**src/rtl/pf_pkg.sv**
```systemverilog
// shared types and codes for the prime factorizer
`timescale 1ns / 1ps

package pf_pkg;

  localparam int unsigned FACTOR_W = 32;
  localparam int unsigned STATUS_W = 2;
  localparam int unsigned INPUT_W  = 32;

  typedef enum logic [STATUS_W-1:0] {
    ST_OK         = 2'd0,
    ST_NO_FACTORS = 2'd1,
    ST_ZERO_INPUT = 2'd2
  } status_t;

  typedef enum logic [2:0] {
    S_IDLE,
    S_START,
    S_TWOS,
    S_DIV_START,
    S_DIV_RUN,
    S_DIV_DONE,
    S_FIN_REM,
    S_FIN_LAST
  } state_t;

endpackage

```
**src/rtl/pf_in_if.sv**
```systemverilog
// input channel: one number to factorize per item
`timescale 1ns / 1ps

interface pf_in_if;
  logic                          valid;
  logic                          ready;
  logic [pf_pkg::INPUT_W-1:0]    number;

  modport source (output valid, output number, input ready);
  modport sink   (input valid, input number, output ready);
endinterface

```
**src/rtl/pf_out_if.sv**
```systemverilog
// result channel: one prime factor per item (zero for a special status) with status and last marker
`timescale 1ns / 1ps

interface pf_out_if;
  logic                          valid;
  logic                          ready;
  logic [pf_pkg::FACTOR_W-1:0]   factor;
  logic [pf_pkg::STATUS_W-1:0]   status;
  logic                          last;

  modport source (output valid, output factor, output status, output last, input ready);
  modport sink   (input valid, input factor, input status, input last, output ready);
endinterface

```
**src/rtl/prime_factorizer.sv**
```systemverilog
// trial division prime factorizer around one shared restoring divider
// steps: strips factors of two one at a time, then runs one restoring division per odd
//   trial divisor; a 32-bit prime takes about 32768 trials
// takes one number at a time; ready only while idle
// each trial also decides the loop bound: the divisor d stops once d exceeds r / d
// reset: synchronous active-low rst_n returns to idle with no result pending
`timescale 1ns / 1ps

module prime_factorizer #(
  parameter int unsigned NUM_BITS = 32
) (
  input  logic     clk,
  input  logic     rst_n,
  pf_in_if.sink    in_ch,
  pf_out_if.source out_ch
);

  localparam int unsigned W  = NUM_BITS;
  localparam int unsigned DW = NUM_BITS / 2 + 2;
  localparam int unsigned CW = $clog2(NUM_BITS + 1);

  pf_pkg::state_t state_r, state_nxt;

  logic [W-1:0]   r_r, r_nxt;
  logic [DW-1:0]  d_r, d_nxt;
  logic [DW-1:0]  rem_r, rem_nxt;
  logic [W-1:0]   quo_r, quo_nxt;
  logic [CW-1:0]  cnt_r, cnt_nxt;
  logic [W-1:0]   pend_r, pend_nxt;
  logic           pend_v_r, pend_v_nxt;

  logic                         out_valid_r, out_valid_nxt;
  logic [pf_pkg::FACTOR_W-1:0]  out_factor_r, out_factor_nxt;
  pf_pkg::status_t              out_status_r, out_status_nxt;
  logic                         out_last_r, out_last_nxt;

  logic                 slot_free;
  logic [W+31:0]        num_ext;
  logic [W+31:0]        pend_ext;
  logic [DW:0]          div_sh;
  logic [DW+1:0]        div_diff;
  logic                 div_ge;
  logic [W-1:0]         d_wide;
  logic                 bound_hit;

  assign slot_free = !out_valid_r || out_ch.ready;
  assign num_ext   = {{W{1'b0}}, in_ch.number};
  assign pend_ext  = {32'd0, pend_r};

  // shared unit: one restoring division step per cycle
  assign div_sh   = {rem_r, quo_r[W-1]};
  assign div_diff = {1'b0, div_sh} - {2'b00, d_r};
  assign div_ge   = !div_diff[DW+1];

  // d above floor(r / d) means d exceeds the integer square root of r
  assign d_wide    = {{(W-DW){1'b0}}, d_r};
  assign bound_hit = d_wide > quo_r;

  assign in_ch.ready   = (state_r == pf_pkg::S_IDLE);
  assign out_ch.valid  = out_valid_r;
  assign out_ch.factor = out_factor_r;
  assign out_ch.status = out_status_r;
  assign out_ch.last   = out_last_r;

  always_ff @(posedge clk) begin
    if (!rst_n) begin
      state_r     <= pf_pkg::S_IDLE;
      pend_v_r    <= 1'b0;
      out_valid_r <= 1'b0;
    end else begin
      state_r     <= state_nxt;
      pend_v_r    <= pend_v_nxt;
      out_valid_r <= out_valid_nxt;
    end
  end

  always_ff @(posedge clk) begin
    r_r          <= r_nxt;
    d_r          <= d_nxt;
    rem_r        <= rem_nxt;
    quo_r        <= quo_nxt;
    cnt_r        <= cnt_nxt;
    pend_r       <= pend_nxt;
    out_factor_r <= out_factor_nxt;
    out_status_r <= out_status_nxt;
    out_last_r   <= out_last_nxt;
  end

  always_comb begin
    state_nxt      = state_r;
    r_nxt          = r_r;
    d_nxt          = d_r;
    rem_nxt        = rem_r;
    quo_nxt        = quo_r;
    cnt_nxt        = cnt_r;
    pend_nxt       = pend_r;
    pend_v_nxt     = pend_v_r;
    out_valid_nxt  = out_valid_r && !out_ch.ready;
    out_factor_nxt = out_factor_r;
    out_status_nxt = out_status_r;
    out_last_nxt   = out_last_r;

    unique case (state_r)
      pf_pkg::S_IDLE: begin
        if (in_ch.valid) begin
          r_nxt     = num_ext[W-1:0];
          state_nxt = pf_pkg::S_START;
        end
      end

      pf_pkg::S_START: begin
        pend_v_nxt = 1'b0;
        if (r_r > W'(1)) begin
          state_nxt = pf_pkg::S_TWOS;
        end else if (slot_free) begin
          out_valid_nxt  = 1'b1;
          out_factor_nxt = '0;
          out_status_nxt = (r_r == '0) ? pf_pkg::ST_ZERO_INPUT : pf_pkg::ST_NO_FACTORS;
          out_last_nxt   = 1'b1;
          state_nxt      = pf_pkg::S_IDLE;
        end
      end

      pf_pkg::S_TWOS: begin
        if (r_r[0]) begin
          d_nxt     = DW'(3);
          state_nxt = pf_pkg::S_DIV_START;
        end else if (!pend_v_r || slot_free) begin
          if (pend_v_r) begin
            out_valid_nxt  = 1'b1;
            out_factor_nxt = pend_ext[31:0];
            out_status_nxt = pf_pkg::ST_OK;
            out_last_nxt   = 1'b0;
          end
          pend_nxt   = W'(2);
          pend_v_nxt = 1'b1;
          r_nxt      = r_r >> 1;
        end
      end

      pf_pkg::S_DIV_START: begin
        rem_nxt   = '0;
        quo_nxt   = r_r;
        cnt_nxt   = CW'(W);
        state_nxt = pf_pkg::S_DIV_RUN;
      end

      pf_pkg::S_DIV_RUN: begin
        rem_nxt = div_ge ? div_diff[DW-1:0] : div_sh[DW-1:0];
        quo_nxt = {quo_r[W-2:0], div_ge};
        cnt_nxt = cnt_r - CW'(1);
        if (cnt_r == CW'(1)) begin
          state_nxt = pf_pkg::S_DIV_DONE;
        end
      end

      pf_pkg::S_DIV_DONE: begin
        if (bound_hit) begin
          state_nxt = pf_pkg::S_FIN_REM;
        end else if (rem_r != '0) begin
          d_nxt     = d_r + DW'(2);
          state_nxt = pf_pkg::S_DIV_START;
        end else if (!pend_v_r || slot_free) begin
          // divisor found: hand the previous factor on and keep d for a repeat
          if (pend_v_r) begin
            out_valid_nxt  = 1'b1;
            out_factor_nxt = pend_ext[31:0];
            out_status_nxt = pf_pkg::ST_OK;
            out_last_nxt   = 1'b0;
          end
          pend_nxt   = d_wide;
          pend_v_nxt = 1'b1;
          r_nxt      = quo_r;
          state_nxt  = pf_pkg::S_DIV_START;
        end
      end

      pf_pkg::S_FIN_REM: begin
        if (r_r <= W'(1)) begin
          state_nxt = pf_pkg::S_FIN_LAST;
        end else if (!pend_v_r || slot_free) begin
          if (pend_v_r) begin
            out_valid_nxt  = 1'b1;
            out_factor_nxt = pend_ext[31:0];
            out_status_nxt = pf_pkg::ST_OK;
            out_last_nxt   = 1'b0;
          end
          pend_nxt   = r_r;
          pend_v_nxt = 1'b1;
          state_nxt  = pf_pkg::S_FIN_LAST;
        end
      end

      pf_pkg::S_FIN_LAST: begin
        if (slot_free) begin
          out_valid_nxt  = 1'b1;
          out_factor_nxt = pend_ext[31:0];
          out_status_nxt = pf_pkg::ST_OK;
          out_last_nxt   = 1'b1;
          pend_v_nxt     = 1'b0;
          state_nxt      = pf_pkg::S_IDLE;
        end
      end

      default: begin
        state_nxt = pf_pkg::S_IDLE;
      end
    endcase
  end

`ifndef SYNTH
  a_busy_after_accept: assert property (@(posedge clk) disable iff (!rst_n)
    (in_ch.valid && in_ch.ready) |=> !in_ch.ready)
    else $error("block still ready after taking an item");

  a_special_is_last: assert property (@(posedge clk) disable iff (!rst_n)
    (out_ch.valid && out_ch.status != pf_pkg::ST_OK) |-> (out_ch.last && out_ch.factor == '0))
    else $error("special status result not a lone zero item");

  a_ok_factor_min: assert property (@(posedge clk) disable iff (!rst_n)
    (out_ch.valid && out_ch.status == pf_pkg::ST_OK) |-> (out_ch.factor >= 32'd2))
    else $error("factor below two");

  a_divisor_odd: assert property (@(posedge clk) disable iff (!rst_n)
    (state_r == pf_pkg::S_DIV_RUN) |-> (d_r[0] && d_r >= DW'(3)))
    else $error("trial divisor not odd and at least three");

  a_last_has_pending: assert property (@(posedge clk) disable iff (!rst_n)
    (state_r == pf_pkg::S_FIN_LAST) |-> pend_v_r)
    else $error("final result with no factor held");
`endif

endmodule

```
**src/flat_wrapper.sv**
```systemverilog
// flat-port wrapper written by rule: the top's interface ports become plain ports
module prime_factorizer_flat 
#(
  parameter int unsigned NUM_BITS = 32
)
  (clk, rst_n, in_ch_valid, in_ch_number, in_ch_ready, out_ch_valid, out_ch_factor, out_ch_status, out_ch_last, out_ch_ready);
  pf_in_if in_ch_i ();
  pf_out_if out_ch_i ();
  input  logic clk;
  input  logic rst_n;
  input wire logic [$bits(in_ch_i.valid)-1:0] in_ch_valid;
  input wire logic [$bits(in_ch_i.number)-1:0] in_ch_number;
  output wire logic [$bits(in_ch_i.ready)-1:0] in_ch_ready;
  output wire logic [$bits(out_ch_i.valid)-1:0] out_ch_valid;
  output wire logic [$bits(out_ch_i.factor)-1:0] out_ch_factor;
  output wire logic [$bits(out_ch_i.status)-1:0] out_ch_status;
  output wire logic [$bits(out_ch_i.last)-1:0] out_ch_last;
  input wire logic [$bits(out_ch_i.ready)-1:0] out_ch_ready;
  assign in_ch_i.valid = in_ch_valid;
  assign in_ch_i.number = in_ch_number;
  assign in_ch_ready = in_ch_i.ready;
  assign out_ch_valid = out_ch_i.valid;
  assign out_ch_factor = out_ch_i.factor;
  assign out_ch_status = out_ch_i.status;
  assign out_ch_last = out_ch_i.last;
  assign out_ch_i.ready = out_ch_ready;
  prime_factorizer #(.NUM_BITS(NUM_BITS)) u_core (.clk(clk), .rst_n(rst_n), .in_ch(in_ch_i), .out_ch(out_ch_i));
endmodule
```
**config.mk**
```make
export PLATFORM = sky130hd
export DESIGN_NAME = prime_factorizer_flat
export DESIGN_NICKNAME = d
export VERILOG_FILES = /design/src/rtl/pf_pkg.sv /design/src/rtl/pf_in_if.sv /design/src/rtl/pf_out_if.sv /design/src/rtl/prime_factorizer.sv /design/src/flat_wrapper.sv
export SDC_FILE = /design/constraint.sdc
export NUM_CORES = 1
export LEC_CHECK = 0
export ABC_AREA = 1
export BUFFER_PORTS_ARGS = -buffer_cell sky130_fd_sc_hd__buf_2
export CAP_MARGIN = 40
export CORE_MARGIN = 10
export CORE_UTILIZATION = 30
export CTS_CLUSTER_SIZE = 40
export DETAILED_ROUTE_END_ITERATION = 10
export GPL_ROUTABILITY_DRIVEN = 0
export PLACE_DENSITY = 0.52
export SLEW_MARGIN = 20
export SYNTH_ARGS = -nofsm -noshare
export SYNTH_HDL_FRONTEND = slang
export SYNTH_SLANG_ARGS = --single-unit
export TNS_END_PERCENT = 20
```
**constraint.sdc**
```tcl
create_clock -name clk -period 8.9 [get_ports clk]
set_input_delay 1.335 -clock clk [delete_from_list [all_inputs] [get_ports clk]]
set_output_delay 1.335 -clock clk [all_outputs]
set_load 0.03 [all_outputs]
```
==> out/qor.yml <==
clocking:
  clock_sinks: 177
  post_cts_resized: 0
  cts_hold_buffers: 0
  cts_root_buf: "clkbuf_16"
  clk_pin_slew_ns: 0.09
  clk_latency_ns: 0.45
  cts_tree: "yes"
  clockBufferDepth: 2
  post_cts_buffers: 0
  htreeDepth: 4
  cts_made_buffers: 17
cells_and_area:
  drive_gt1_share_pct: 12.4
  nFillCells: 3273
  register_area_um2: 5270
  nNetsFinal: 1217
  multi_input_area_um2: 3610
  area_growth_pct: 15.9
  n_antenna_cell: 0
floorplanning:
  ioPinCount: 73
  floorplan.initialDensity_pct: 30.5
  coreArea_um2: 31600
  die-area_um2: 39800
  die_y_um: 199
  die_w_um: 199
  rows: 65
placement:
  dp_hpwl_mm: 18.5
  numPortBuffers: 72
logic_synthesis:
  synth.distinct_cells: 45
  synth_flop_cell: "edfxtp_1"
  syn_avg_cell_area_um2: 9.02
  postSynthCellCount: 1071
  syn-cell-area_um2: 9660
  synth-warning-count: 0
  synth_top_area_share_pct: 53.4
  synth.net_count: 1145
  synth-edff-count: 172
  synth_common_cells: "nand2_1, inv_1, edfxtp_1"
  yosys.area.top_type: "edfxtp_1"
  ys_seq_elements: 177
  synth_most_common_cell: "nand2_1"
  ys_async_sr_fraction_pct: 0
  synth_area_leaders: "edfxtp_1, nand2_1, inv_1, nor2_1, ha_1"
  ys_seq_area_share_pct: 54.5
critical_path:
  cp-start-kind: "flip-flop"
  cp_max_fo: 12
  worstPathArrival_ns: 3.20
  crit_end: "u_core.rem_r[5]$_SDFFCE_PN0P_"
  r2r_slack_ns: 5.95
  critical_path_class: "reg2reg"
  cp_top_family: "compound AO/OA/AOI/OAI gates"
  crit_path_top_delay_cell: "edfxtp_1"
  cp.required_ns: 9.16
  rr_startpoint: "u_core.d_r[10]$_SDFFCE_PN0P_"
  path_cells: "inv_1, ha_1, a21oi_1, o21ai_0, inv_1, nand2_1, a21oi_2, nand3_1, o21ai_0"
  reg2reg_depth: 9
  crit_buf_inv: 2
  crit_start: "u_core.d_r[10]$_SDFFCE_PN0P_"
  critical_path_depth: 9
  end_kind: "flip-flop"
  regToRegEndpoint: "u_core.rem_r[5]$_SDFFCE_PN0P_"
  slowest_delay_ns: 0.48
routing:
  num_vias: 7491
  first_pass_iters: 5
  drc: 0
  first_iter_violations: 511
  wl_per_cell_um: 16.3
  wl_mm: 25.5
  avgViaCountPerCell: 4.81
  ant_nets: 0
flow_run:
  cap_viol_max_count: 0
global_routing:
  globalRouteTotalUtil_pct: 13.0
  grt_pass1_vias: 7401
  grt_overflow_total: 0
  antenna_found_initial: 1
  grt_max_degree: 83
  grt_pass1_wl_mm: 40.4
pwr:
  power_density_nw_per_um2: 371
  p_leak_nw: 4.62
  irDropWorstVdd_mv: 0.150
sta:
  slew_violations: 0
  hold_ws_ns: 0.542
  min_period_ns: 2.95
  rsz0062_at_grt: "false"
  clock.fmax_mhz: 339
  setup_violations: 0
  tns_ns: 0
  final_hold_viol_count: 0
  finalClockSkew_ns: 0.0136
  fin_crit_sh_pct: 33.1
  worst_pin_slew_ns: 0.797
  slew_headroom_pct: 46.8
run_status:
  status: "complete, no violations"
hold_path:
  hp-class: "reg2reg"
-- power by group --
part	switching, W	internal, W
sequential	0.000194	0.00144
combinational	0.00123	0.000481
clock	0.000396	0.000411
total	0.00182	0.00234
-- area by class of cell --
| class | instances | share of cell area (%) |
|---|---|---|
| clock buffers | 17 | 3.80 |
| clock inverters | 15 | 1.86 |
| repair buffers | 85 | 4.69 |
| multi-input cells | 685 | 32.2 |
| inverters | 177 | 5.93 |
| well taps | 402 | 4.49 |
| flip-flops and latches | 177 | 47.0 |
-- worst min-delay path by stage --
| stage | from | endpoint | depth (start not counted) |
|---|---|---|---|
| final | u_core.pend_r[11]$_SDFFCE_PN0P_ | u_core.out_ch.factor[11]$_SDFFCE_PN0P_ | 2 |
| after global routing | u_core.pend_r[24]$_SDFFCE_PN0P_ | u_core.out_ch.factor[24]$_SDFFCE_PN0P_ | 2 |
| after CTS | u_core.pend_r[11]$_SDFFCE_PN0P_ | u_core.out_ch.factor[11]$_SDFFCE_PN0P_ | 2 |
| after detailed placement | u_core.pend_r[18]$_SDFFCE_PN0P_ | u_core.out_ch.factor[18]$_SDFFCE_PN0P_ | 2 |
| after global placement | u_core.pend_r[23]$_SDFFCE_PN0P_ | u_core.out_ch.factor[23]$_SDFFCE_PN0P_ | 2 |
| after floorplan | u_core.state_r[0]$_SDFFE_PN0P_ | u_core.state_r[0]$_SDFFE_PN0P_ | 1 |
-- placed cells by master, fill, tap and decap left out, types with 4 or more instances in the layout --
cell type    n
nor4_1       5
buf_4        7
buf_2       72
nor2_1     130
nor2_2       4
inv_8        5
nand2_1    204
o21ai_0     72
a22oi_1      6
a31oi_1      4
clkbuf_16   17
o22ai_1     16
xnor2_1      5
clkinv_8     6
dfxtp_1      5
nand4_1     19
nor3_1      24
xor2_1       4
o211ai_1    26
a21oi_2      5
ha_1        37
edfxtp_1   172
inv_1      175
nand3_1     41
a21oi_1     48
o21ai_1      8
-- stage by stage --
| stage | instances | power, W | util, % | area [um2] | setup WS (ns) |
|---|---|---|---|---|---|
| global placement | 1520 | 0.00332 | 33.1 | 10500 | 5.80 |
| CTS | 1557 | 0.00418 | 35.3 | 11200 | 5.91 |
| finish | 1558 | 0.00416 | 35.4 | 11200 | 5.95 |
| global route | 1558 | 0.00447 | 35.4 | 11200 | 5.68 |
| detailed placement | 1525 | 0.00337 | 33.3 | 10500 | 5.72 |
| floorplan | 1071 | 0.00283 | - | 9660 | 4.35 |
-- layer usage --
metal	track usage [%]	part of all wire (%)
met5	0	0.047
met4	3.08	0.86
met3	2.89	4.8
met2	20.4	45
met1	17.8	49
-- cells by family after synthesis --
group                      share of synthesized area (%)
DFF                                                 54.5
xor gates and xnor gates                           0.816
buffers and inverters                               8.51
adders and majority gates                           5.00
AOI/OAI and AO/OA                                   11.8
and+or+nand+nor                                     19.4
-- registers in the layout, summed over array words and instances (netlist names) --
| register | cells |
|---|---|
| u_core.pend_r | 32 |
| u_core.cnt_r | 6 |
| u_core.out_ch.valid | 1 |
| u_core.quo_r | 32 |
| u_core.out_ch.factor | 32 |
| u_core.out_ch.last | 1 |
| u_core.rem_r | 18 |
| u_core.out_ch.status | 2 |
| u_core.d_r | 17 |
| u_core.r_r | 32 |
| u_core.pend_v_r | 1 |
| u_core.state_r | 3 |
-- worst reg2reg max path: stages (launching register included) --
cell      delay [ns]
edfxtp_1        0.48
inv_1           0.25
ha_1            0.33
a21oi_1         0.23
o21ai_0         0.16
inv_1           0.13
nand2_1         0.08
a21oi_2         0.27
nand3_1         0.48
o21ai_0         0.36
No activity file was read; power rests on OpenSTA's default activity.
